**src/rtl/q2e_pkg.sv**
```systemverilog
// ============================================================================
// q2e_pkg: shared types, constants and helpers
// Widths, status codes, the CORDIC arctangent table and the stage payloads
// used by the quaternion to Euler angle pipeline.
// ============================================================================
package q2e_pkg;

    localparam int CORDIC_STAGES_DEF = 16;
    localparam int TABLE_LEN         = 24;

    // Quotient and square root widths (both results are at most 2^30).
    localparam int Q_BITS = 31;
    localparam int S_BITS = 31;

    // CORDIC lane vector width and internal angle width (2^-22 degree).
    localparam int LW = 38;
    localparam int AW = 32;

    localparam logic signed [AW-1:0] HALF_TURN = 32'sd754974720;

    localparam logic signed [13:0] QUARTER_OUT = 14'sd5760;
    localparam logic signed [17:0] LIM_X = 18'sd11520;
    localparam logic signed [17:0] LIM_Y = 18'sd23040;
    localparam logic signed [17:0] LIM_Z = 18'sd5760;

    localparam logic [1:0] ST_NORMAL = 2'd0;
    localparam logic [1:0] ST_NORTH  = 2'd1;
    localparam logic [1:0] ST_SOUTH  = 2'd2;
    localparam logic [1:0] ST_ZERO   = 2'd3;

    // Fields carried alongside the divider and square root chains.
    typedef struct packed {
        logic [1:0]          status;
        logic                tneg;
        logic signed [33:0]  ny;
        logic signed [33:0]  dy;
        logic signed [33:0]  nx;
        logic signed [33:0]  dx;
        logic signed [15:0]  qx;
        logic signed [15:0]  qw;
    } side_t;

    typedef struct packed {
        logic [33:0]       rem;
        logic [32:0]       unit;
        logic [Q_BITS-1:0] quo;
        side_t             side;
    } div_t;

    typedef struct packed {
        logic [60:0]       rem;
        logic [S_BITS-1:0] res;
        logic [Q_BITS-1:0] r;
        side_t             side;
    } sq_t;

    typedef struct packed {
        logic signed [LW-1:0] xv;
        logic signed [LW-1:0] yv;
        logic signed [AW-1:0] ang;
    } lane_t;

    typedef struct packed {
        lane_t      ly;
        lane_t      lz;
        lane_t      lx;
        logic [1:0] status;
    } cord_t;

    // atan(2^-i) in units of 2^-22 degree, rounded to nearest.
    function automatic logic [AW-1:0] atan_entry(input int i);
        logic [AW-1:0] v;
        case (i)
            0:       v = 32'd188743680;
            1:       v = 32'd111421900;
            2:       v = 32'd58872272;
            3:       v = 32'd29884485;
            4:       v = 32'd15000234;
            5:       v = 32'd7507429;
            6:       v = 32'd3754631;
            7:       v = 32'd1877430;
            8:       v = 32'd938729;
            9:       v = 32'd469366;
            10:      v = 32'd234683;
            11:      v = 32'd117342;
            12:      v = 32'd58671;
            13:      v = 32'd29335;
            14:      v = 32'd14668;
            15:      v = 32'd7334;
            16:      v = 32'd3667;
            17:      v = 32'd1833;
            18:      v = 32'd917;
            19:      v = 32'd458;
            20:      v = 32'd229;
            21:      v = 32'd115;
            22:      v = 32'd57;
            23:      v = 32'd29;
            default: v = '0;
        endcase
        return v;
    endfunction

    // Fold a vector into the right half plane, presetting +-180 degrees.
    function automatic lane_t preset(input logic signed [LW-1:0] yv,
                                     input logic signed [LW-1:0] xv);
        lane_t l;
        if (xv[LW-1]) begin
            l.ang = yv[LW-1] ? -HALF_TURN : HALF_TURN;
            l.xv  = -xv;
            l.yv  = -yv;
        end else begin
            l.ang = '0;
            l.xv  = xv;
            l.yv  = yv;
        end
        return l;
    endfunction

    // Round an internal angle to the nearest 1/64 degree (floor of a + half).
    function automatic logic signed [17:0] to_out(input logic signed [33:0] a);
        logic signed [33:0] s;
        s = a + 34'sd32768;
        return s[33:16];
    endfunction

    function automatic logic signed [17:0] clamp(input logic signed [17:0] v,
                                                 input logic signed [17:0] lim);
        logic signed [17:0] o;
        if (v > lim) begin
            o = lim;
        end else if (v < -lim) begin
            o = -lim;
        end else begin
            o = v;
        end
        return o;
    endfunction

endpackage

```
**src/rtl/q2e_sqrt_cell.sv**
```systemverilog
// ============================================================================
// q2e_sqrt_cell: one integer square root step
// Decides one result bit by comparing the remainder against the trial term.
// ============================================================================
module q2e_sqrt_cell
    import q2e_pkg::*;
#(
    parameter int BITPOS = 0
) (
    input  logic aclk,
    input  logic aresetn,
    input  logic ce,
    input  logic in_valid,
    input  sq_t  in_data,
    output logic out_valid,
    output sq_t  out_data
);

    logic  valid_reg;
    sq_t   data_reg;
    sq_t   data_next;
    logic [61:0] trial;
    logic        ge;

    always_comb begin
        // (res + 2^b)^2 - res^2 = res * 2^(b+1) + 2^(2b)
        trial = ({31'd0, in_data.res} << (BITPOS + 1)) + (62'd1 << (2 * BITPOS));
        ge    = {1'b0, in_data.rem} >= trial;
        data_next = in_data;
        if (ge) begin
            data_next.rem = in_data.rem - trial[60:0];
            data_next.res = in_data.res | (S_BITS'(1) << BITPOS);
        end
    end

    always_ff @(posedge aclk) begin
        if (!aresetn) begin
            valid_reg <= 1'b0;
        end else if (ce) begin
            valid_reg <= in_valid;
        end
        if (ce) begin
            data_reg <= data_next;
        end
    end

    assign out_valid = valid_reg;
    assign out_data  = data_reg;

endmodule

```
**config.mk**
```make
export PLATFORM = sky130hd
export DESIGN_NAME = q2e_sqrt_cell
export DESIGN_NICKNAME = d
export VERILOG_FILES = /design/src/rtl/q2e_pkg.sv /design/src/rtl/q2e_sqrt_cell.sv
export SDC_FILE = /design/constraint.sdc
export NUM_CORES = 1
export LEC_CHECK = 0
export ABC_AREA = 1
export BUFFER_PORTS_ARGS = -buffer_cell sky130_fd_sc_hd__buf_4
export CORE_AREA = 2 2 234 236
export CTS_CLUSTER_SIZE = 40
export DETAILED_ROUTE_END_ITERATION = 16
export DIE_AREA = 0 0 236 238
export GPL_ROUTABILITY_DRIVEN = 0
export SLEW_MARGIN = 15
export SYNTH_ARGS = -nofsm -noshare
export SYNTH_HDL_FRONTEND = slang
export SYNTH_SLANG_ARGS = --single-unit
export TNS_END_PERCENT = 50
```
**constraint.sdc**
```tcl
create_clock -name aclk -period 5.9 [get_ports aclk]
set_input_delay 0.59 -clock aclk [delete_from_list [all_inputs] [get_ports aclk]]
set_output_delay 0.59 -clock aclk [all_outputs]
set_load 0.05 [all_outputs]
```
==> metrics.txt, run 1 <==
# TYPE chip_impl_metric gauge
chip_impl_info{name="outcome",value="complete, no violations"} 1
chip_impl_metric{name="netSwitchingFraction",unit="%"} 33.8
chip_impl_metric{name="fmax",unit="GHz"} 0.381
chip_impl_metric{name="fin_worst_skew",unit="ns"} 0
chip_impl_metric{name="initial_antenna_violation_count",unit=""} 10
chip_impl_info{name="timing.critical_path.from_type",value="primary input"} 1
chip_impl_metric{name="worstSkewPairLatency",unit="ns"} 0.55
chip_impl_metric{name="grt.overflow.total",unit=""} 0
chip_impl_info{name="crit_path_top_delay_cell",value="ha_1"} 1
chip_impl_metric{name="critical_path_arrival",unit="ns"} 2.90
chip_impl_metric{name="drt-vias-per-instance",unit=""} 4.56
chip_impl_metric{name="cp.required",unit="ns"} 6.18
chip_impl_metric{name="setup_viol",unit=""} 0
chip_impl_metric{name="vias",unit=""} 12182
chip_impl_metric{name="p_clk_share",unit="%"} 35.2
chip_impl_metric{name="synth.mux.area_fraction",unit="%"} 0
chip_impl_info{name="hold_start",value="in_data[137]"} 1
chip_impl_metric{name="synth_nets",unit=""} 1652
chip_impl_metric{name="cts.hold.buffers_added",unit=""} 0
chip_impl_info{name="timing.critical_path.to_type",value="register"} 1
chip_impl_metric{name="ir_worst_vdd",unit="V"} 0.000204
chip_impl_info{name="setup.worst_path.class",value="primary input to register"} 1
chip_impl_metric{name="post_cts_resize_count",unit=""} 0
chip_impl_metric{name="cts.clk_slew.worst_paths",unit="ns"} 0.06
chip_impl_metric{name="synth.yosys.seq_area_share",unit="%"} 65.1
chip_impl_metric{name="synth_compound_gate_area_share",unit="%"} 2.92
chip_impl_metric{name="synthArstFlopShare",unit="%"} 0
chip_impl_info{name="cts.root.buffer_cell",value="clkbuf_16"} 1
chip_impl_metric{name="synth-xor-area-share",unit="%"} 1.81
chip_impl_metric{name="reg2reg_slack",unit="ns"} 5.23
chip_impl_metric{name="syn-mean-instance-area",unit="um^2"} 10.3
chip_impl_metric{name="synth.yosys.warnings",unit=""} 0
chip_impl_info{name="setup_repair_after_global_routing_missed_its_margin",value="no"} 1
chip_impl_metric{name="cts_inserted_buffers",unit=""} 38
chip_impl_metric{name="tns",unit="ns"} 0
chip_impl_metric{name="worst_slew_pin_slew",unit="ns"} 0.899
chip_impl_metric{name="cell_variety_after_synth",unit=""} 30
chip_impl_metric{name="initial_utilization",unit="%"} 25.4
chip_impl_metric{name="post_synth_and_or_nand_nor_area_fraction",unit="%"} 20.5
chip_impl_metric{name="internal_power",unit="mW"} 4.31
chip_impl_metric{name="synth_edf_count",unit=""} 294
chip_impl_metric{name="power_spent_charging_and_discharging_nets",unit="mW"} 2.19
chip_impl_metric{name="power_per_cell_area",unit="mW/mm^2"} 324
chip_impl_metric{name="routedWlPerCell",unit="um"} 24.4
chip_impl_metric{name="die_area",unit="mm^2"} 0.0562
chip_impl_metric{name="clock-sinks",unit=""} 295
chip_impl_metric{name="pin_count_of_the_biggest_net_entering_global_routing",unit=""} 144
chip_impl_metric{name="coreArea",unit="mm^2"} 0.0535
chip_impl_metric{name="wirelength",unit="um"} 65200
chip_impl_metric{name="synthesis.instances",unit=""} 1321
chip_impl_metric{name="finalCriticalPeriod",unit="ns"} 2.62
chip_impl_metric{name="place.port_buffers",unit=""} 592
chip_impl_metric{name="final_nets",unit=""} 2278
chip_impl_metric{name="globalRouteTotalUtil",unit="%"} 22.3
chip_impl_info{name="r2r-start",value="out_valid"} 1
chip_impl_metric{name="cts_post_setup_buffers_inserted",unit=""} 0
chip_impl_metric{name="critical_path.max_stage_delay",unit="ns"} 0.37
chip_impl_metric{name="cts_h_tree_lvls",unit=""} 2
chip_impl_metric{name="timing.final.max_slew_violations",unit=""} 0
chip_impl_metric{name="core.rowCount",unit=""} 85
chip_impl_info{name="crit_path_cell_trace",value="buf_4 -> inv_1 -> ha_1 -> a21oi_1 -> nor2_1 -> nor2_2 -> nand2_1 -> a21oi_1 -> nand2_2 -> nand2_1 -> nand2_1 -> inv_2 -> buf_12 -> a21oi_1"} 1
chip_impl_metric{name="max_cap_viol_count",unit=""} 0
chip_impl_metric{name="first_global_vias",unit=""} 11857
chip_impl_info{name="yosys_most_used_dff",value="edfxtp_1"} 1
chip_impl_metric{name="grt_first_pass_wirelength",unit="um"} 88300
chip_impl_metric{name="drt_first_pass_iters",unit=""} 6
chip_impl_metric{name="area_added_between_synthesis_and_finish",unit="%"} 47.8
chip_impl_metric{name="leakagePower",unit="nW"} 9.17
chip_impl_info{name="hold_end",value="out_data[137]"} 1
chip_impl_metric{name="num_io_pins",unit=""} 593
chip_impl_metric{name="finalInstanceArea",unit="mm^2"} 0.0201
chip_impl_metric{name="dpl-instance-area",unit="mm^2"} 0.0189
chip_impl_metric{name="die_width",unit="um"} 236
chip_impl_metric{name="drcViolationCount",unit=""} 0
chip_impl_metric{name="synth-seq-cells",unit=""} 295
chip_impl_metric{name="synth_fa_ha_area_share",unit="%"} 3.10
chip_impl_metric{name="drt_iter0_markers",unit=""} 975
chip_impl_metric{name="timing.final.crit_share",unit="%"} 44.5
chip_impl_metric{name="ff2ff_path_depth",unit=""} 2
chip_impl_metric{name="syn_area",unit="mm^2"} 0.0136
chip_impl_metric{name="post_route_cells_drive_above_1_share",unit="%"} 35.3
chip_impl_info{name="clock_tree_from_tritoncts",value="done"} 1
chip_impl_metric{name="crit_fanout",unit=""} 40
chip_impl_metric{name="final_antenna_net_count",unit=""} 0
chip_impl_info{name="dominant_combinational_cell_family_by_area_after_synthesis",value="simple AND/OR/NAND/NOR gates"} 1
chip_impl_metric{name="hold_violations",unit=""} 0
chip_impl_metric{name="hold_depth",unit=""} 1
chip_impl_info{name="crit-reg2reg-capture",value="out_valid"} 1
chip_impl_metric{name="slew_headroom",unit="%"} 40.1
chip_impl_info{name="hold_path_class",value="primary input to register"} 1
chip_impl_metric{name="die-height",unit="um"} 238
chip_impl_metric{name="clockBufferDepth",unit=""} 3
chip_impl_metric{name="pwr-share-comb",unit="%"} 24.9
chip_impl_metric{name="sequential_group_share_of_total_power",unit="%"} 39.9
chip_impl_metric{name="placed_wire_length_estimate_after_detailed_placement",unit="um"} 53100
-- final cells by class --
| type | instances | area [um^2] |
|---|---|---|
| antenna | 1 | 2.50 |
| fill | 5392 | 33400 |
| tap | 696 | 871 |
| clock buffer | 45 | 998 |
| timing repair buffer | 596 | 4510 |
| multi-input combinational | 807 | 3850 |
| clock inverter | 22 | 204 |
| sequential | 295 | 8850 |
| inverter | 209 | 785 |
-- placed cells by master, fill, tap and decap left out --
cell type and n:
buf_4 593, nand2_1 461, edfxtp_1 294, inv_1 199, nor2_1 117, nand3_1 51, clkbuf_16 39, ha_1 32
a21oi_1 30, xor2_1 27, a21oi_2 19, nor3_1 14, nand3b_1 11, nand4_1 9, inv_2 9, clkinvlp_4 7
o21ai_0 6, o21bai_1 6, clkbuf_1 6, nor2_2 5, clkinv_2 5, nand2_2 4, clkinv_1 4, and2_1 4
nor3_2 3, inv_6 3, nor2_4 2, nor4_1 2, bufinv_16 2, buf_12 2, diode_2 1, o21ai_1 1
xnor2_1 1, nand3_2 1, fa_1 1, inv_16 1, clkinv_4 1, buf_8 1, dfxtp_1 1
-- kinds of logic (layout without fill, tap and decap cells) --
group	Yosys count	count (layout)
fa+ha+maj	33	33
flops	295	295
buf+inv	219	872
simple gates	684	684
other cells	0	1
compound gates	62	62
xor+xnor	28	28
-- cell usage after synthesis, types with 2 or more instances --
cell      count  share of area [%]
nand2_1     461                 13
edfxtp_1    294                 65
inv_1       199                5.5
nor2_1      117                3.2
nand3_1      51                1.9
ha_1         32                2.9
a21oi_1      30                1.1
xor2_1       27                1.7
a21oi_2      19                1.2
nor3_1       14               0.52
nand3b_1     11               0.61
inv_2         9               0.25
nand4_1       9               0.41
buf_6         7               0.58
o21ai_0       6               0.22
o21bai_1      6               0.33
nor2_2        5               0.23
and2_1        4               0.18
nand2_2       4               0.18
nor3_2        3               0.22
buf_2         2              0.074
nor2_4        2               0.17
nor4_1        2              0.092
-- worst max-delay path, delay by kind of cell --
kind | cells | cell delay [ns]
AOI/OAI and AO/OA | 3 | 0.45
buffers and inverters | 4 | 0.80
and+or+nand+nor | 6 | 0.65
adders and majority gates | 1 | 0.37
-- flip-flops by register name, summed over array words and instances (netlist names) --
signal,count
out_data,294
out_valid,1
-- worst max path at each step --
stage	start	endpoint	cells past startpoint
floorplan	in_data[208]	out_data[252]	16
global placement	in_data[231]	out_data[267]	12
global route	in_data[231]	out_data[267]	12
CTS	in_data[231]	out_data[267]	12
finish	in_data[227]	out_data[267]	14
detailed placement	in_data[231]	out_data[267]	12
-- through the flow --
step / hold slack [ns] / cells / util (%) / setup WS [ns] / power [mW]
4_1_cts: 0.170 / 2670 / 37.5 / 3.33 / 6.59
3_5_place_dp: 0.547 / 2603 / 35.3 / 2.77 / 4.26
3_3_place_gp: 0.537 / 2603 / 35.3 / 2.78 / 4.25
6_report: 0.210 / 2671 / 37.5 / 3.28 / 6.50
2_1_floorplan: 0.683 / 1321 / - / 3.54 / 3.55
5_1_grt: 0.174 / 2670 / 37.5 / 3.10 / 6.74
-- layer usage --
layer / global-route usage (%) / share of wire (%) / vias up
met5: 0 / 0.095 / -
met4: 9.23 / 4.6 / 10
met3: 5.53 / 7.3 / 125
li1: - / - / 5543
met2: 39.3 / 50 / 597
met1: 25.8 / 38 / 5907
-- power by group through the flow --
stage	clock network [mW]	registers (mW)	logic, mW
6_report	2.29	2.59	1.62
5_1_grt	2.44	2.61	1.69
4_1_cts	2.36	2.59	1.63
3_5_place_dp	0	2.63	1.63
3_3_place_gp	0	2.63	1.62
2_1_floorplan	0	3.27	0.277
(Power assumes the default switching activity.)
==> run 2: changes to the inputs <==
--- a/config.mk
+++ b/config.mk
@@ -7,10 +7,10 @@
 export LEC_CHECK = 0
 export ABC_AREA = 1
 export BUFFER_PORTS_ARGS = -buffer_cell sky130_fd_sc_hd__buf_4
-export CORE_AREA = 2 2 234 236
+export CORE_AREA = 2 2 230 232
 export CTS_CLUSTER_SIZE = 40
 export DETAILED_ROUTE_END_ITERATION = 16
-export DIE_AREA = 0 0 236 238
+export DIE_AREA = 0 0 232 234
 export GPL_ROUTABILITY_DRIVEN = 0
 export SLEW_MARGIN = 15
 export SYNTH_ARGS = -nofsm -noshare
==> constraint.sdc (replaced) <==
create_clock -name aclk -period 2.7 [get_ports aclk]
set_input_delay 0.27 -clock aclk [delete_from_list [all_inputs] [get_ports aclk]]
set_output_delay 0.27 -clock aclk [all_outputs]
set_load 0.05 [all_outputs]
==> metrics.txt, run 2 (synthesis gave the netlist of run 1 again) <==
# TYPE chip_impl_metric gauge
chip_impl_metric{name="fmax",unit="GHz"} 0.382
chip_impl_metric{name="critical_path.max_stage_delay",unit="ns"} 0.60
chip_impl_metric{name="drt-vias-per-instance",unit=""} 4.50
chip_impl_metric{name="power_per_cell_area",unit="mW/mm^2"} 624
chip_impl_metric{name="largest_register_ffs",unit=""} 294
chip_impl_info{name="path_common_cell",value="nand2_1"} 1
chip_impl_metric{name="timing.critical_path.depth",unit=""} 14
chip_impl_metric{name="num_io_pins",unit=""} 593
chip_impl_metric{name="fin_worst_skew",unit="ns"} 0
chip_impl_metric{name="reg2reg_slack",unit="ns"} 1.47
chip_impl_metric{name="worst_slew_pin_slew",unit="ns"} 0.634
chip_impl_info{name="worst_setup_path_endpoint",value="out_data[291]"} 1
chip_impl_metric{name="drcViolationCount",unit=""} 0
chip_impl_metric{name="leakagePower",unit="nW"} 10.4
chip_impl_metric{name="cts_inserted_buffers",unit=""} 37
chip_impl_metric{name="initial_antenna_violation_count",unit=""} 11
chip_impl_metric{name="die-height",unit="um"} 234
chip_impl_info{name="timing.critical_path.from_type",value="primary input"} 1
chip_impl_metric{name="ff2ff_path_depth",unit=""} 3
chip_impl_info{name="cp-startpoint",value="in_data[222]"} 1
chip_impl_metric{name="setup_viol",unit=""} 0
chip_impl_info{name="clock_tree_from_tritoncts",value="done"} 1
chip_impl_info{name="cts.root.buffer_cell",value="clkbuf_16"} 1
chip_impl_metric{name="cts.clk_slew.worst_paths",unit="ns"} 0.06
chip_impl_metric{name="final_nets",unit=""} 2560
chip_impl_metric{name="max_cap_viol_count",unit=""} 0
chip_impl_metric{name="worstSkewPairLatency",unit="ns"} 0.53
chip_impl_metric{name="fin_ws",unit="ns"} 0.0816
chip_impl_metric{name="ir_worst_vdd",unit="V"} 0.000428
chip_impl_info{name="layout.cells.most_common",value="buf_4"} 1
chip_impl_metric{name="area_added_between_synthesis_and_finish",unit="%"} 68.2
chip_impl_info{name="outcome",value="complete, no violations"} 1
chip_impl_metric{name="clock-sinks",unit=""} 295
chip_impl_metric{name="final_hold_slack",unit="ns"} 0.0354
chip_impl_metric{name="drt_iter0_markers",unit=""} 986
chip_impl_metric{name="die_width",unit="um"} 232
chip_impl_metric{name="cts_h_tree_lvls",unit=""} 2
chip_impl_metric{name="critical_path_arrival",unit="ns"} 3.02
chip_impl_info{name="hold_path_class",value="primary input to register"} 1
chip_impl_metric{name="first_global_vias",unit=""} 13257
chip_impl_info{name="setup.worst_path.class",value="primary input to register"} 1
chip_impl_metric{name="vias",unit=""} 13263
chip_impl_info{name="crit_path_top_delay_cell",value="dlygate4sd3_1"} 1
chip_impl_info{name="layout_common_cells",value="buf_4 (616), nand2_1 (460), edfxtp_1 (294), dlygate4sd3_1 (253), inv_1 (199)"} 1
chip_impl_metric{name="worstPathBufferInverterCount",unit=""} 3
chip_impl_info{name="r2r-start",value="out_valid"} 1
chip_impl_metric{name="dp_slack",unit="ns"} 0.144
chip_impl_metric{name="finalPower",unit="mW"} 14.3
chip_impl_metric{name="pin_count_of_the_biggest_net_entering_global_routing",unit=""} 73
chip_impl_metric{name="hold_violations",unit=""} 0
chip_impl_info{name="setup_repair_after_global_routing_missed_its_margin",value="no"} 1
chip_impl_metric{name="finalCriticalPeriod",unit="ns"} 2.62
chip_impl_metric{name="final_antenna_net_count",unit=""} 0
chip_impl_info{name="crit_family",value="simple AND/OR/NAND/NOR gates"} 1
chip_impl_metric{name="crit_fanout",unit=""} 4
chip_impl_metric{name="tns",unit="ns"} 0
chip_impl_metric{name="cp.required",unit="ns"} 3.10
chip_impl_metric{name="wirelength",unit="um"} 67500
chip_impl_metric{name="clockBufferDepth",unit=""} 3
chip_impl_info{name="timing.critical_path.to_type",value="register"} 1
chip_impl_metric{name="placed_wire_length_estimate_after_detailed_placement",unit="um"} 53400
chip_impl_metric{name="coreArea",unit="mm^2"} 0.0520
chip_impl_metric{name="grt_first_pass_wirelength",unit="um"} 91400
chip_impl_info{name="crit_path_cell_trace",value="dlygate4sd3_1 -> buf_4 -> inv_1 -> ha_1 -> nand2_1 -> nor2_1 -> nand2_1 -> nor2_1 -> nand2_1 -> nand3_1 -> nand2_1 -> nand2_1 -> nand2_1 -> a21oi_2"} 1
chip_impl_metric{name="globalRouteTotalUtil",unit="%"} 23.7
chip_impl_metric{name="routedWlPerCell",unit="um"} 22.9
chip_impl_metric{name="core.rowCount",unit=""} 84
chip_impl_metric{name="place.port_buffers",unit=""} 592
chip_impl_metric{name="initial_utilization",unit="%"} 26.1
chip_impl_metric{name="drt_first_pass_iters",unit=""} 7
chip_impl_info{name="crit-reg2reg-capture",value="out_valid"} 1
chip_impl_metric{name="grt.overflow.total",unit=""} 0
chip_impl_metric{name="final_util",unit="%"} 43.9
chip_impl_metric{name="post_route_cells_drive_above_1_share",unit="%"} 32.2
chip_impl_metric{name="slew_headroom",unit="%"} 57.7
chip_impl_metric{name="die_area",unit="mm^2"} 0.0543
chip_impl_metric{name="timing.final.crit_share",unit="%"} 97.0
chip_impl_metric{name="timing.final.max_slew_violations",unit=""} 0
run 2: cell count changes in the layout (fill, tap and decap cells not counted), moves of 3 or more:
cell,previous run,this run
clkbuf_1,6,1
buf_12,2,5
buf_4,593,616
clkinvlp_4,7,1
ha_4,0,3
dlymetal6s4s_1,0,4
diode_2,1,11
dlygate4sd3_1,0,253
clkinv_1,4,11
ha_1,32,28
run 2: through the flow:
stage / std cells / cell area, um^2
floorplan: 1321 / 13600
global placement: 2621 / 19100
detailed placement: 2621 / 19100
CTS: 2939 / 22800
global route: 2945 / 22800
finish: 2950 / 22800
run 2: routing by layer:
metal	wire, um	track usage [%]	vias up
li1	-	-	6117
met1	26700	28.3	6367
met2	33700	42.1	649
met3	4570	4.74	126
met4	2570	8.49	4
met5	22	0	-
run 2: cell type report:
class	instances	area, um^2
inverter	209	785
clock buffer	40	980
sequential	295	8850
timing repair buffer	879	7320
tap	688	861
clock inverter	21	114
multi-input combinational	807	3910
fill	4957	29200
antenna	11	27.5
run 2: how the worst min path moves through the flow:
stage                               end  depth (start not counted)  slack, ns          from
after floorplan               out_valid                          1       0.36            ce
after global placement     out_data[40]                          1       0.45   in_data[40]
after detailed placement  out_data[183]                          1       0.45  in_data[183]
after CTS                 out_data[236]                          3     0.0009  in_data[236]
after global routing      out_data[272]                          3       0.01  in_data[272]
final                     out_data[236]                          3       0.04  in_data[236]
run 2: worst min-delay path: cells and delay by family:
kind                   cells  cell delay (ns)
buffers and inverters      1             0.09
AND/OR/NAND/NOR            2             0.10
run 2: report_power, final:
| group | leakage (nW) | switching (mW) | internal, mW |
|---|---|---|---|
| registers | 2.89 | 0.156 | 5.52 |
| logic | 6.97 | 2.63 | 1.31 |
| clock network | 0.539 | 2.03 | 2.61 |
| total | 10.4 | 4.81 | 9.44 |
run 2: repair_timing:
item | CTS | global route
endpoints found under the hold margin | 256 | 0
setup buffers | 0 | 0
hold buffers | 257 | 0
setup endpoints to repair | 0 | 21
resized for setup | 0 | 13
