`src/rtl/q2e_pkg.sv`:
```
// ============================================================================
// q2e_pkg: shared types, constants and helpers
// Widths, status codes, the CORDIC arctangent table and the stage payloads
// used by the quaternion to Euler angle pipeline.
// ============================================================================
package q2e_pkg;

    localparam int CORDIC_STAGES_DEF = 16;
    localparam int TABLE_LEN         = 24;

    // Quotient and square root widths (both results are at most 2^30).
    localparam int Q_BITS = 31;
    localparam int S_BITS = 31;

    // CORDIC lane vector width and internal angle width (2^-22 degree).
    localparam int LW = 38;
    localparam int AW = 32;

    localparam logic signed [AW-1:0] HALF_TURN = 32'sd754974720;

    localparam logic signed [13:0] QUARTER_OUT = 14'sd5760;
    localparam logic signed [17:0] LIM_X = 18'sd11520;
    localparam logic signed [17:0] LIM_Y = 18'sd23040;
    localparam logic signed [17:0] LIM_Z = 18'sd5760;

    localparam logic [1:0] ST_NORMAL = 2'd0;
    localparam logic [1:0] ST_NORTH  = 2'd1;
    localparam logic [1:0] ST_SOUTH  = 2'd2;
    localparam logic [1:0] ST_ZERO   = 2'd3;

    // Fields carried alongside the divider and square root chains.
    typedef struct packed {
        logic [1:0]          status;
        logic                tneg;
        logic signed [33:0]  ny;
        logic signed [33:0]  dy;
        logic signed [33:0]  nx;
        logic signed [33:0]  dx;
        logic signed [15:0]  qx;
        logic signed [15:0]  qw;
    } side_t;

    typedef struct packed {
        logic [33:0]       rem;
        logic [32:0]       unit;
        logic [Q_BITS-1:0] quo;
        side_t             side;
    } div_t;

    typedef struct packed {
        logic [60:0]       rem;
        logic [S_BITS-1:0] res;
        logic [Q_BITS-1:0] r;
        side_t             side;
    } sq_t;

    typedef struct packed {
        logic signed [LW-1:0] xv;
        logic signed [LW-1:0] yv;
        logic signed [AW-1:0] ang;
    } lane_t;

    typedef struct packed {
        lane_t      ly;
        lane_t      lz;
        lane_t      lx;
        logic [1:0] status;
    } cord_t;

    // atan(2^-i) in units of 2^-22 degree, rounded to nearest.
    function automatic logic [AW-1:0] atan_entry(input int i);
        logic [AW-1:0] v;
        case (i)
            0:       v = 32'd188743680;
            1:       v = 32'd111421900;
            2:       v = 32'd58872272;
            3:       v = 32'd29884485;
            4:       v = 32'd15000234;
            5:       v = 32'd7507429;
            6:       v = 32'd3754631;
            7:       v = 32'd1877430;
            8:       v = 32'd938729;
            9:       v = 32'd469366;
            10:      v = 32'd234683;
            11:      v = 32'd117342;
            12:      v = 32'd58671;
            13:      v = 32'd29335;
            14:      v = 32'd14668;
            15:      v = 32'd7334;
            16:      v = 32'd3667;
            17:      v = 32'd1833;
            18:      v = 32'd917;
            19:      v = 32'd458;
            20:      v = 32'd229;
            21:      v = 32'd115;
            22:      v = 32'd57;
            23:      v = 32'd29;
            default: v = '0;
        endcase
        return v;
    endfunction

    // Fold a vector into the right half plane, presetting +-180 degrees.
    function automatic lane_t preset(input logic signed [LW-1:0] yv,
                                     input logic signed [LW-1:0] xv);
        lane_t l;
        if (xv[LW-1]) begin
            l.ang = yv[LW-1] ? -HALF_TURN : HALF_TURN;
            l.xv  = -xv;
            l.yv  = -yv;
        end else begin
            l.ang = '0;
            l.xv  = xv;
            l.yv  = yv;
        end
        return l;
    endfunction

    // Round an internal angle to the nearest 1/64 degree (floor of a + half).
    function automatic logic signed [17:0] to_out(input logic signed [33:0] a);
        logic signed [33:0] s;
        s = a + 34'sd32768;
        return s[33:16];
    endfunction

    function automatic logic signed [17:0] clamp(input logic signed [17:0] v,
                                                 input logic signed [17:0] lim);
        logic signed [17:0] o;
        if (v > lim) begin
            o = lim;
        end else if (v < -lim) begin
            o = -lim;
        end else begin
            o = v;
        end
        return o;
    endfunction

endpackage

```
`src/rtl/q2e_div_cell.sv`:
```
// ============================================================================
// q2e_div_cell: one restoring division step
// Produces one quotient bit of |2*test| * 2^30 / unit per cell.
// ============================================================================
module q2e_div_cell
    import q2e_pkg::*;
#(
    parameter bit FIRST = 1'b0
) (
    input  logic aclk,
    input  logic aresetn,
    input  logic ce,
    input  logic in_valid,
    input  div_t in_data,
    output logic out_valid,
    output div_t out_data
);

    logic  valid_reg;
    div_t  data_reg;
    div_t  data_next;
    logic [33:0] rem_d;
    logic        ge;

    always_comb begin
        // The first step starts from the dividend itself, which never exceeds unit.
        rem_d     = FIRST ? in_data.rem : {in_data.rem[32:0], 1'b0};
        ge        = rem_d >= {1'b0, in_data.unit};
        data_next = in_data;
        data_next.rem = ge ? rem_d - {1'b0, in_data.unit} : rem_d;
        data_next.quo = {in_data.quo[Q_BITS-2:0], ge};
    end

    always_ff @(posedge aclk) begin
        if (!aresetn) begin
            valid_reg <= 1'b0;
        end else if (ce) begin
            valid_reg <= in_valid;
        end
        if (ce) begin
            data_reg <= data_next;
        end
    end

    assign out_valid = valid_reg;
    assign out_data  = data_reg;

endmodule

```
`config.mk`:
```
export PLATFORM = sky130hd
export DESIGN_NAME = q2e_div_cell
export DESIGN_NICKNAME = d
export VERILOG_FILES = /design/src/rtl/q2e_pkg.sv /design/src/rtl/q2e_div_cell.sv
export SDC_FILE = /design/constraint.sdc
export NUM_CORES = 1
export LEC_CHECK = 0
export ABC_AREA = 1
export BUFFER_PORTS_ARGS = -buffer_cell sky130_fd_sc_hd__buf_2
export CORE_UTILIZATION = 25
export CTS_CLUSTER_DIAMETER = 30
export DETAILED_ROUTE_END_ITERATION = 12
export PLACE_DENSITY = 0.53
export SYNTH_ARGS = -nofsm -noshare
export SYNTH_HDL_FRONTEND = slang
export SYNTH_SLANG_ARGS = --single-unit
```
`constraint.sdc`:
```
create_clock -name aclk -period 2.3 [get_ports aclk]
set_input_delay 0.115 -clock aclk [delete_from_list [all_inputs] [get_ports aclk]]
set_output_delay 0.115 -clock aclk [all_outputs]
set_load 0.1 [all_outputs]
```
==> out/metrics.cfg, run 1 <==
[run_status]
run_status = complete, no violations

[grt]
grt.overflow.total = 0
first_global_vias = 11000
antenna_found_initial = 12
maximum_number_of_pins_on_one_net_before_global_route_repair = 64
grt_pass1_wl_um = 71100
track_usage_pct = 21.2

[worst_setup_path]
cp.required_ns = 2.64
end_kind = flip-flop
worst-r2r-setup-slack_ns = 1.09
crit_path_start_kind = input port
timing.setup.critical_path_class = input port to flip-flop
cp_data_arrival_time_ns = 2.53
critical_path.max_fanout = 23

[pwr]
power.density_nw_per_um2 = 1030
power_switching_mw = 7.39
leakage_nw = 9.41
seq_power_share_pct = 29.0
max-vdd-ir-drop_v = 0.000625
relative_contribution_of_combinational_cells_to_total_power_pct = 26.2
power_report.internal_total_mw = 13.5
netSwitchingFraction_pct = 35.4
share_clk_of_total_power_pct = 44.7
p_total_mw = 20.9

[sta]
rsz0062_at_grt = false
postLayoutSetupSlackWorst_ns = 0.102
finalMaxSlewViolations = 0
finalSetupViolations = 0
finalSetupTns_ns = 0
endpoints_failing_hold = 0
maxSlewHeadroom_pct = 59.8
fmaxAchievable_mhz = 455
timing.final.crit_share_pct = 95.6
tightest_slew_ns = 0.607
period_minus_ws_final_ns = 2.20
fin_skew_ns = 0

[layout]
layout-drive-gt1-share_pct = 38.9
multiInputGateArea_um2 = 2690
final.fill_count = 4124
design_area_um2 = 20200
final_nets = 2158
regArea_um2 = 8100
areaGrowthSynthToFinish_pct = 77.6

[logic_synthesis]
synth.distinct_cells = 33
synthesis.instances = 938
postSynth.topFlopCell = edfxtp_1
synth_enable_flop_cells = 269
synth_simple_gate_area_share_pct = 16.3
yosysWarnings = 0
syn_avg_cell_area_um2 = 12.1
synth_area_leader_cell = edfxtp_1
synth.net_count = 1245
synth-async-reset-ratio_pct = 0
synth_top_family_by_area = simple AND/OR/NAND/NOR gates
netlist_area_um2 = 11400
synthMuxAreaShare_pct = 0
synth_area_leaders = edfxtp_1, nand2_1, inv_1
yosys.area_share.adder_pct = 3.81
sequential_element_share_of_the_synthesized_area_pct = 71.3
synth.top_cell.area_share_pct = 71.1
synth-xor-area-share_pct = 1.23
synth.ff_latch_count = 270
synth_compound_gate_area_share_pct = 2.04
synth.most_common_cell = nand2_1
synth.top_cells.by_count = nand2_1, edfxtp_1, inv_1

[route]
detailroute.via_count = 10500
drt-vias-per-instance = 4.22
postRouteAntennaNets = 0
post_detailed_route_drc_marker_count = 0
detail_route.wl_per_cell_um = 20.0
detailedRoute.firstPassIterationCount = 5
total_routed_length_um = 49800
first_iter_violations = 548

[clocking]
cts_buf_count = 61
insertion_delay_of_the_later_clocked_pin_in_the_worst_skew_pair_ns = 0.61
cts.htree.levels = 2
cts.reportedPaths.clkPinSlew_ns = 0.06
tritoncts = built
clock-root-buffer = clkbuf_16
numClockSinks = 270
postCtsSetupBuffers = 0
cts.path.max_buffers = 3

[placed_design]
port_buffers = 540
detailed_place.area_um2 = 15200
pre_cts_slack_ns = 0.0336
place.gp.congestion = 0.909
hpwl_um = 37800

[die]
rows = 77
initial_utilization_pct = 25.5
design.die.area_um2 = 46300
core_area_um2 = 44500
ioPinCount = 543
fp.dieW_um = 215
die_h_um = 215

[min_path]
min-delay-path-class = input port to flip-flop

[run]
max_cap_viol_count = 0

==> layout by cell type, fill, tap and decap left out, types with 10 or more instances in the layout <==
cell type,instances
a21oi_1,21
buf_12,10
buf_2,539
buf_4,36
bufinv_16,13
clkbuf_16,62
dlygate4sd3_1,270
edfxtp_1,269
ha_1,32
inv_1,135
nand2_1,301
nand2_2,13
nand3_1,22
nor2_1,46
nor2_2,12
xor2_1,13
==> per-layer routing <==
metal	track usage (%)	part of all wire, %
met2	37.6	51
met3	5.27	6.5
met5	0	0.21
met1	23.9	39
met4	9.15	3.9
==> worst max-delay path, stage by stage <==
cell           delay (ns)
dlygate4sd3_1        0.55
buf_2                0.15
ha_1                 0.39
nand2_1              0.18
buf_4                0.18
nor3b_1              0.19
nand4_1              0.20
nand2_1              0.10
nor2_1               0.05
nand2_2              0.06
nand2_4              0.07
buf_12               0.16
nand2_1              0.07
nand2_1              0.06
==> layout make-up <==
class	instances	area share (%)
multi-input cells	521	13.3
inverters	141	2.62
repair buffers	856	29.2
clock inverters	45	3.18
flip-flops and latches	270	40.2
clock buffers	68	7.80
diodes	3	0.0372
well taps	592	3.67
==> per-stage QoR <==
stage          std cells  utilization (%)  hold slack, ns
3_3_place_gp        2110             34.2           0.292
4_1_cts             2493             45.2           0.174
6_report            2496             45.3           0.209
3_5_place_dp        2110             34.2           0.293
5_1_grt             2494             45.3           0.192
2_1_floorplan        938                -           0.208
==> registers in the layout, indices dropped and copies added (netlist names) <==
register   cells
out_data     269
out_valid      1
==> path summary, 6_finish.rpt <==
path / cells past startpoint / startpoint / to
setup / recovery: 14 / in_data[266] / out_data[263]$_DFFE_PP_
setup reg to reg: 3 / out_valid$_SDFFE_PN0P_ / out_valid$_SDFFE_PN0P_
hold reg to reg: 3 / out_valid$_SDFFE_PN0P_ / out_valid$_SDFFE_PN0P_
hold / removal: 2 / in_data[103] / out_data[103]$_DFFE_PP_
==> logic make-up (layout without fill, tap and decap cells) <==
kind of cell | after synthesis | in the layout
other | 0 | 3
AO/OA/AOI/OAI | 41 | 41
XOR/XNOR | 16 | 16
buffers and inverters | 147 | 1110
AND/OR/NAND/NOR | 430 | 430
adder cells (fa/ha/maj) | 34 | 34
flip-flops | 270 | 270
==> timing repair <==
| action | 4_1_cts | 5_1_grt |
|---|---|---|
| hold buffers | 270 | 0 |
| hold endpoints to repair | 312 | 0 |
| endpoints found under the setup margin | 0 | 18 |
| resized for setup | 0 | 7 |
==> power by group through the flow <==
stage	combinational (mW)	sequential [mW]	clock [mW]
after CTS	5.50	6.06	9.46
after floorplan	0.703	9.27	0
final	5.47	6.06	9.33
after detailed placement	5.09	6.13	0
after global routing	5.69	6.10	9.66
after global placement	5.09	6.14	0
No activity file was read; power rests on OpenSTA's default activity.
==> run 2: changes to the inputs <==
--- a/config.mk
+++ b/config.mk
@@ -7,10 +7,11 @@
 export LEC_CHECK = 0
 export ABC_AREA = 1
 export BUFFER_PORTS_ARGS = -buffer_cell sky130_fd_sc_hd__buf_2
-export CORE_UTILIZATION = 25
+export CORE_AREA = 2 2 209 211
 export CTS_CLUSTER_DIAMETER = 30
 export DETAILED_ROUTE_END_ITERATION = 12
-export PLACE_DENSITY = 0.53
+export DIE_AREA = 0 0 211 213
+export PLACE_DENSITY = 0.56
 export SYNTH_ARGS = -nofsm -noshare
 export SYNTH_HDL_FRONTEND = slang
 export SYNTH_SLANG_ARGS = --single-unit
==> out/metrics.cfg, run 2 (synthesis gave the netlist of run 1 again) <==
[route]
drt-vias-per-instance = 4.33  ; was 4.22
detail_route.wl_per_cell_um = 21.4  ; was 20.0 um
total_routed_length_um = 53200  ; was 49800 um
detailedRoute.firstPassIterationCount = 5  ; unchanged
post_detailed_route_drc_marker_count = 0  ; unchanged
postRouteAntennaNets = 0  ; unchanged
detailroute.via_count = 10800  ; was 10500
first_iter_violations = 714  ; was 548

[worst_setup_path]
critical_path.max_fanout = 5  ; was 23
worst_r2r_startpoint = out_valid$_SDFFE_PN0P_  ; unchanged
r2r_end = out_valid$_SDFFE_PN0P_  ; unchanged
depth_of_the_most_critical_reg_to_reg_path = 3  ; unchanged
cp_data_arrival_time_ns = 2.51  ; was 2.53 ns
end_kind = flip-flop  ; unchanged
cp.required_ns = 2.64  ; about the same
worst-r2r-setup-slack_ns = 1.09  ; about the same
timing.setup.critical_path_class = input port to flip-flop  ; unchanged
crit_path_start_kind = input port  ; unchanged

[sta]
finalSetupViolations = 0  ; unchanged
tightest_slew_ns = 0.640  ; was 0.607 ns
period_minus_ws_final_ns = 2.17  ; was 2.20 ns
fin_hold_ws_ns = 0.228  ; was 0.209 ns
rsz0062_at_grt = false  ; unchanged
endpoints_failing_hold = 0  ; unchanged
finalSetupTns_ns = 0  ; unchanged
timing.final.crit_share_pct = 94.1  ; was 95.6%
finalMaxSlewViolations = 0  ; unchanged
maxSlewHeadroom_pct = 57.6  ; was 59.8%
fmaxAchievable_mhz = 462  ; was 455 MHz
fin_skew_ns = 0  ; unchanged

[die]
core_area_um2 = 42700  ; was 44500 um^2
design.die.area_um2 = 44900  ; was 46300 um^2
ioPinCount = 543  ; unchanged
rows = 76  ; was 77
die_h_um = 213  ; was 215 um
initial_utilization_pct = 26.6  ; was 25.5%
fp.dieW_um = 211  ; was 215 um

[run]
max_cap_viol_count = 0  ; unchanged

[grt]
grt_pass1_wl_um = 72600  ; was 71100 um
track_usage_pct = 22.8  ; was 21.2%
antenna_found_initial = 15  ; was 12
grt.overflow.total = 0  ; unchanged
first_global_vias = 11000  ; about the same
maximum_number_of_pins_on_one_net_before_global_route_repair = 65  ; was 64

[clocking]
insertion_delay_of_the_later_clocked_pin_in_the_worst_skew_pair_ns = 0.59  ; was 0.61 ns
cts.path.max_buffers = 3  ; unchanged
cts.reportedPaths.clkPinSlew_ns = 0.04  ; was 0.06 ns
postCtsSetupBuffers = 0  ; unchanged
numClockSinks = 270  ; unchanged
clock-root-buffer = clkbuf_16  ; unchanged
cts.htree.levels = 3  ; was 2
tritoncts = built  ; unchanged
cts_buf_count = 74  ; was 61

[layout]
mostFrequentLayoutCells = buf_2, nand2_1, dlygate4sd3_1  ; unchanged
final_util_pct = 48.0  ; was 45.3%
final_cells = 2487  ; was 2496
layout.cells.most_common = buf_2  ; unchanged
areaGrowthSynthToFinish_pct = 80.3  ; was 77.6%
layout-drive-gt1-share_pct = 39.5  ; was 38.9%
final_nets = 2183  ; was 2158
flip_flop_count_of_the_largest_register_all_copies_and_words_added = 269  ; unchanged

[pwr]
power_switching_mw = 7.79  ; was 7.39 mW
netSwitchingFraction_pct = 35.5  ; was 35.4%
relative_contribution_of_combinational_cells_to_total_power_pct = 25.2  ; was 26.2%
max-vdd-ir-drop_v = 0.000627  ; was 0.000625 V
leakage_nw = 9.60  ; was 9.41 nW
power.density_nw_per_um2 = 1070  ; was 1030 nW/um^2
p_total_mw = 21.9  ; was 20.9 mW
share_clk_of_total_power_pct = 47.1  ; was 44.7%
power_report.internal_total_mw = 14.1  ; was 13.5 mW
seq_power_share_pct = 27.7  ; was 29.0%

[placed_design]
port_buffers = 540  ; unchanged
hpwl_um = 40500  ; was 37800 um
dp_cells = 2076  ; was 2110
place.gp.congestion = 0.907  ; was 0.909

[min_path]
min-delay-path-class = input port to flip-flop  ; unchanged
worstHoldPathCells = 2  ; unchanged
hold_startpoint = in_data[85]  ; was in_data[103]
hold_end = out_data[85]$_DFFE_PP_  ; was out_data[103]$_DFFE_PP_

[run_status]
run_status = complete, no violations  ; unchanged

run 2: how the worst max path moves through the flow:
stage / start / endpoint / cells past startpoint
2_1_floorplan: in_data[231] / out_data[252]$_DFFE_PP_ / 11
3_3_place_gp: in_data[223] / out_data[260]$_DFFE_PP_ / 13
5_1_grt: in_data[209] / out_data[263]$_DFFE_PP_ / 15
4_1_cts: in_data[220] / out_data[260]$_DFFE_PP_ / 14
6_report: in_data[220] / out_data[260]$_DFFE_PP_ / 14
3_5_place_dp: in_data[207] / out_data[263]$_DFFE_PP_ / 14
run 2: cell type report:
class / instances / area (um^2)
Multi-Input combinational cell: 521 / 2670
Inverter: 141 / 529
Sequential cell: 270 / 8100
Clock inverter: 53 / 634
Fill cell: 3883 / 22200
Antenna cell: 6 / 15.0
Clock buffer: 82 / 1880
Tap cell: 546 / 683
Timing Repair Buffer: 868 / 5960
run 2: critical path, cell delays in order:
cell and delay [ns]:
dlygate4sd3_1 0.58, buf_2 0.15, inv_1 0.04, ha_1 0.32, buf_4 0.15, nand2_1 0.14, nor2_1 0.20, nand2_1 0.16
nor2_1 0.16, o21ai_1 0.18, nand3_1 0.13, nand2_1 0.07, nand2_1 0.06, nand2_1 0.05
run 2: timing repair:
action / CTS / global route
resized for setup: 0 / 5
hold endpoints to repair: 309 / 0
endpoints found under the setup margin: 0 / 10
hold buffers: 270 / 0
run 2: through the flow:
step	cell area (um^2)	worst slack [ns]
after floorplan	11400	0.556
after global placement	15200	0.0233
after detailed placement	15200	0.0355
after CTS	20400	0.0346
after global routing	20500	0.0213
final	20500	0.135
run 2: power by group through the flow:
stage          clock (mW)  sequential, mW  combinational (mW)
2_1_floorplan           0            9.27               0.703
3_3_place_gp            0            6.14                5.13
3_5_place_dp            0            6.15                5.13
4_1_cts              10.5            6.08                5.54
5_1_grt              10.7            6.12                5.73
6_report             10.3            6.08                5.52
run 2: layer usage:
metal	track usage, %	vias to the layer above	routed length, um
met2	38.0	492	25700
li1	-	5042	-
met1	26.7	5094	20900
met5	0	-	116
met4	10.9	16	2440
met3	7.43	119	4030
==> run 3: changes to the inputs <==
==> constraint.sdc (replaced) <==
create_clock -name aclk -period 2.3 [get_ports aclk]
set_input_delay 0.46 -clock aclk [delete_from_list [all_inputs] [get_ports aclk]]
set_output_delay 0.46 -clock aclk [all_outputs]
set_load 0.1 [all_outputs]
==> out/metrics.cfg, run 3 (synthesis gave the netlist of run 1 again) <==
[run_status]
run_status = complete, no violations  ; unchanged

[pwr]
power.density_nw_per_um2 = 1140  ; was 1070 nW/um^2
leakage_nw = 8.82  ; was 9.60 nW
p_total_mw = 20.8  ; was 21.9 mW
max-vdd-ir-drop_v = 0.000594  ; was 0.000627 V

[die]
rows = 76  ; unchanged
die_h_um = 213  ; unchanged
initial_utilization_pct = 26.6  ; unchanged
ioPinCount = 543  ; unchanged
core_area_um2 = 42700  ; unchanged
fp.dieW_um = 211  ; unchanged
design.die.area_um2 = 44900  ; unchanged

[grt]
most_utilized_layer_in_the_global_route_result = met2  ; unchanged
grt_util_met3_pct = 7.25  ; was 7.43%
first_global_vias = 10100  ; was 11000
track_usage_pct = 21.7  ; was 22.8%
m2_gr_usage_pct = 37.2  ; was 38.0%
grt_use_met1_pct = 25.7  ; was 26.7%
grt_pass1_wl_um = 68500  ; was 72600 um
maximum_number_of_pins_on_one_net_before_global_route_repair = 54  ; was 65
grt.overflow.total = 0  ; unchanged
antenna_found_initial = 21  ; was 15

[layout]
layout-drive-gt1-share_pct = 47.5  ; was 39.5%
mostFrequentLayoutCells = buf_2, nand2_1, edfxtp_1  ; was buf_2, nand2_1, dlygate4sd3_1
flip_flop_count_of_the_largest_register_all_copies_and_words_added = 269  ; unchanged
final_cells = 2307  ; was 2487
final_nets = 2005  ; was 2183
areaGrowthSynthToFinish_pct = 61.1  ; was 80.3%
layout.cells.most_common = buf_2  ; unchanged

[worst_setup_path]
timing.setup.critical_path_class = flip-flop to output pin  ; was input port to flip-flop
end_kind = output pin  ; was flip-flop
depth_of_the_most_critical_reg_to_reg_path = 2  ; was 3
cpPeakStageDelay_ns = 0.47  ; was 0.58 ns
cp_data_arrival_time_ns = 1.52  ; was 2.51 ns
worst-r2r-setup-slack_ns = 1.65  ; was 1.09 ns
crit_path_start_kind = flip-flop  ; was input port
cp.required_ns = 1.84  ; was 2.64 ns
crit_chain = buf_2  ; was dlygate4sd3_1 > buf_2 > inv_1 > ha_1 > buf_4 > nand2_1 > nor2_1 > nand2_1 > nor2_1 > o21ai_1 > nand3_1 > nand2_1 > nand2_1 > nand2_1
cp_top_family = buffers and inverters  ; was simple AND/OR/NAND/NOR gates
cp_slowest_cell = buf_2  ; was dlygate4sd3_1
critical_path.max_fanout = 1  ; was 5
worst_r2r_startpoint = out_valid$_SDFFE_PN0P_  ; unchanged
r2r_end = out_valid$_SDFFE_PN0P_  ; unchanged
critPathBufInv = 1  ; was 4

[placed_design]
pre_cts_slack_ns = -0.186  ; was 0.0355 ns
place.gp.congestion = 0.886  ; was 0.907
dp_cells = 2160  ; was 2076
port_buffers = 540  ; unchanged
hpwl_um = 40600  ; was 40500 um

[min_path]
hold_startpoint = in_data[138]  ; was in_data[85]
worstHoldPathCells = 1  ; was 2
min-delay-path-class = input port to flip-flop  ; unchanged
hold_end = out_data[138]$_DFFE_PP_  ; was out_data[85]$_DFFE_PP_

[sta]
fin_skew_ns = 0  ; unchanged
period_minus_ws_final_ns = 1.98  ; was 2.17 ns
finalMaxSlewViolations = 0  ; unchanged
finalSetupViolations = 0  ; unchanged
postLayoutSetupSlackWorst_ns = 0.318  ; was 0.135 ns
fmaxAchievable_mhz = 504  ; was 462 MHz
tightest_slew_ns = 0.648  ; was 0.640 ns
rsz0062_at_grt = false  ; unchanged
maxSlewHeadroom_pct = 57.1  ; was 57.6%
endpoints_failing_hold = 0  ; unchanged
timing.final.crit_share_pct = 86.2  ; was 94.1%

[clocking]
cts_hold_buffers = 11  ; was 270
tritoncts = built  ; unchanged
number_of_instances_resized_during_post_cts_repair = 0  ; unchanged
numClockSinks = 270  ; unchanged
postCtsSetupBuffers = 0  ; unchanged
cts.htree.levels = 3  ; unchanged
clock-root-buffer = clkbuf_16  ; unchanged
cts.reportedPaths.clkPinSlew_ns = 0.05  ; was 0.04 ns
cts.path.max_buffers = 3  ; unchanged
insertion_delay_of_the_later_clocked_pin_in_the_worst_skew_pair_ns = 0.59  ; about the same
cts_buf_count = 71  ; was 74

[route]
detailroute.via_count = 9959  ; was 10800
postRouteAntennaNets = 0  ; unchanged
detailedRoute.firstPassIterationCount = 5  ; unchanged
drt-vias-per-instance = 4.32  ; was 4.33
post_detailed_route_drc_marker_count = 0  ; unchanged
detail_route.wl_per_cell_um = 21.7  ; was 21.4 um
first_iter_violations = 622  ; was 714
total_routed_length_um = 50000  ; was 53200 um

[run]
max_cap_viol_count = 0  ; unchanged

run 3: metrics by stage:
stage          utilization (%)  hold slack, ns  setup TNS (ns)  instance area, um^2
3_3_place_gp              37.1           0.529           -4.89                15900
3_5_place_dp              37.1           0.536           -4.93                15900
6_report                  42.9          0.0344               0                18300
2_1_floorplan                -           0.553               0                11400
5_1_grt                   42.8         0.00210               0                18300
4_1_cts                   42.8        0.000130               0                18300
run 3: power breakdown:
group | leakage (nW) | internal, mW | switching (mW) | total, mW
Combinational | 5.07 | 1.01 | 4.27 | 5.28
Sequential | 2.64 | 5.94 | 0.122 | 6.07
Clock | 1.11 | 6.26 | 3.19 | 9.45
Total | 8.82 | 13.2 | 7.58 | 20.8
run 3: area by class of cell:
class                   instances  area (um^2)
diodes                          8         20.0
clock buffers                  81         1810
clock inverters                47          497
fillers                      4106        24400
inverters                     141          529
multi-input cells             521         2660
flip-flops and latches        270         8100
well taps                     546          683
repair buffers                693         4000
run 3: metal layers:
metal	vias up	part of all wire, %
li1	4680	-
met1	4779	39
met2	403	50
met3	81	8.2
met4	16	2.2
met5	-	0.22
run 3: worst max path at each step:
stage                     cells past startpoint                 endpoint                   start  slack (ns)
final                                         1             out_data[54]  out_data[54]$_DFFE_PP_        0.32
after global routing                         14  out_data[263]$_DFFE_PP_            in_data[229]        0.19
after CTS                                     1             out_data[54]  out_data[54]$_DFFE_PP_        0.28
after detailed placement                     15  out_data[266]$_DFFE_PP_            in_data[205]       -0.19
after global placement                       15  out_data[260]$_DFFE_PP_            in_data[205]       -0.23
after floorplan                              11  out_data[252]$_DFFE_PP_            in_data[231]        0.21
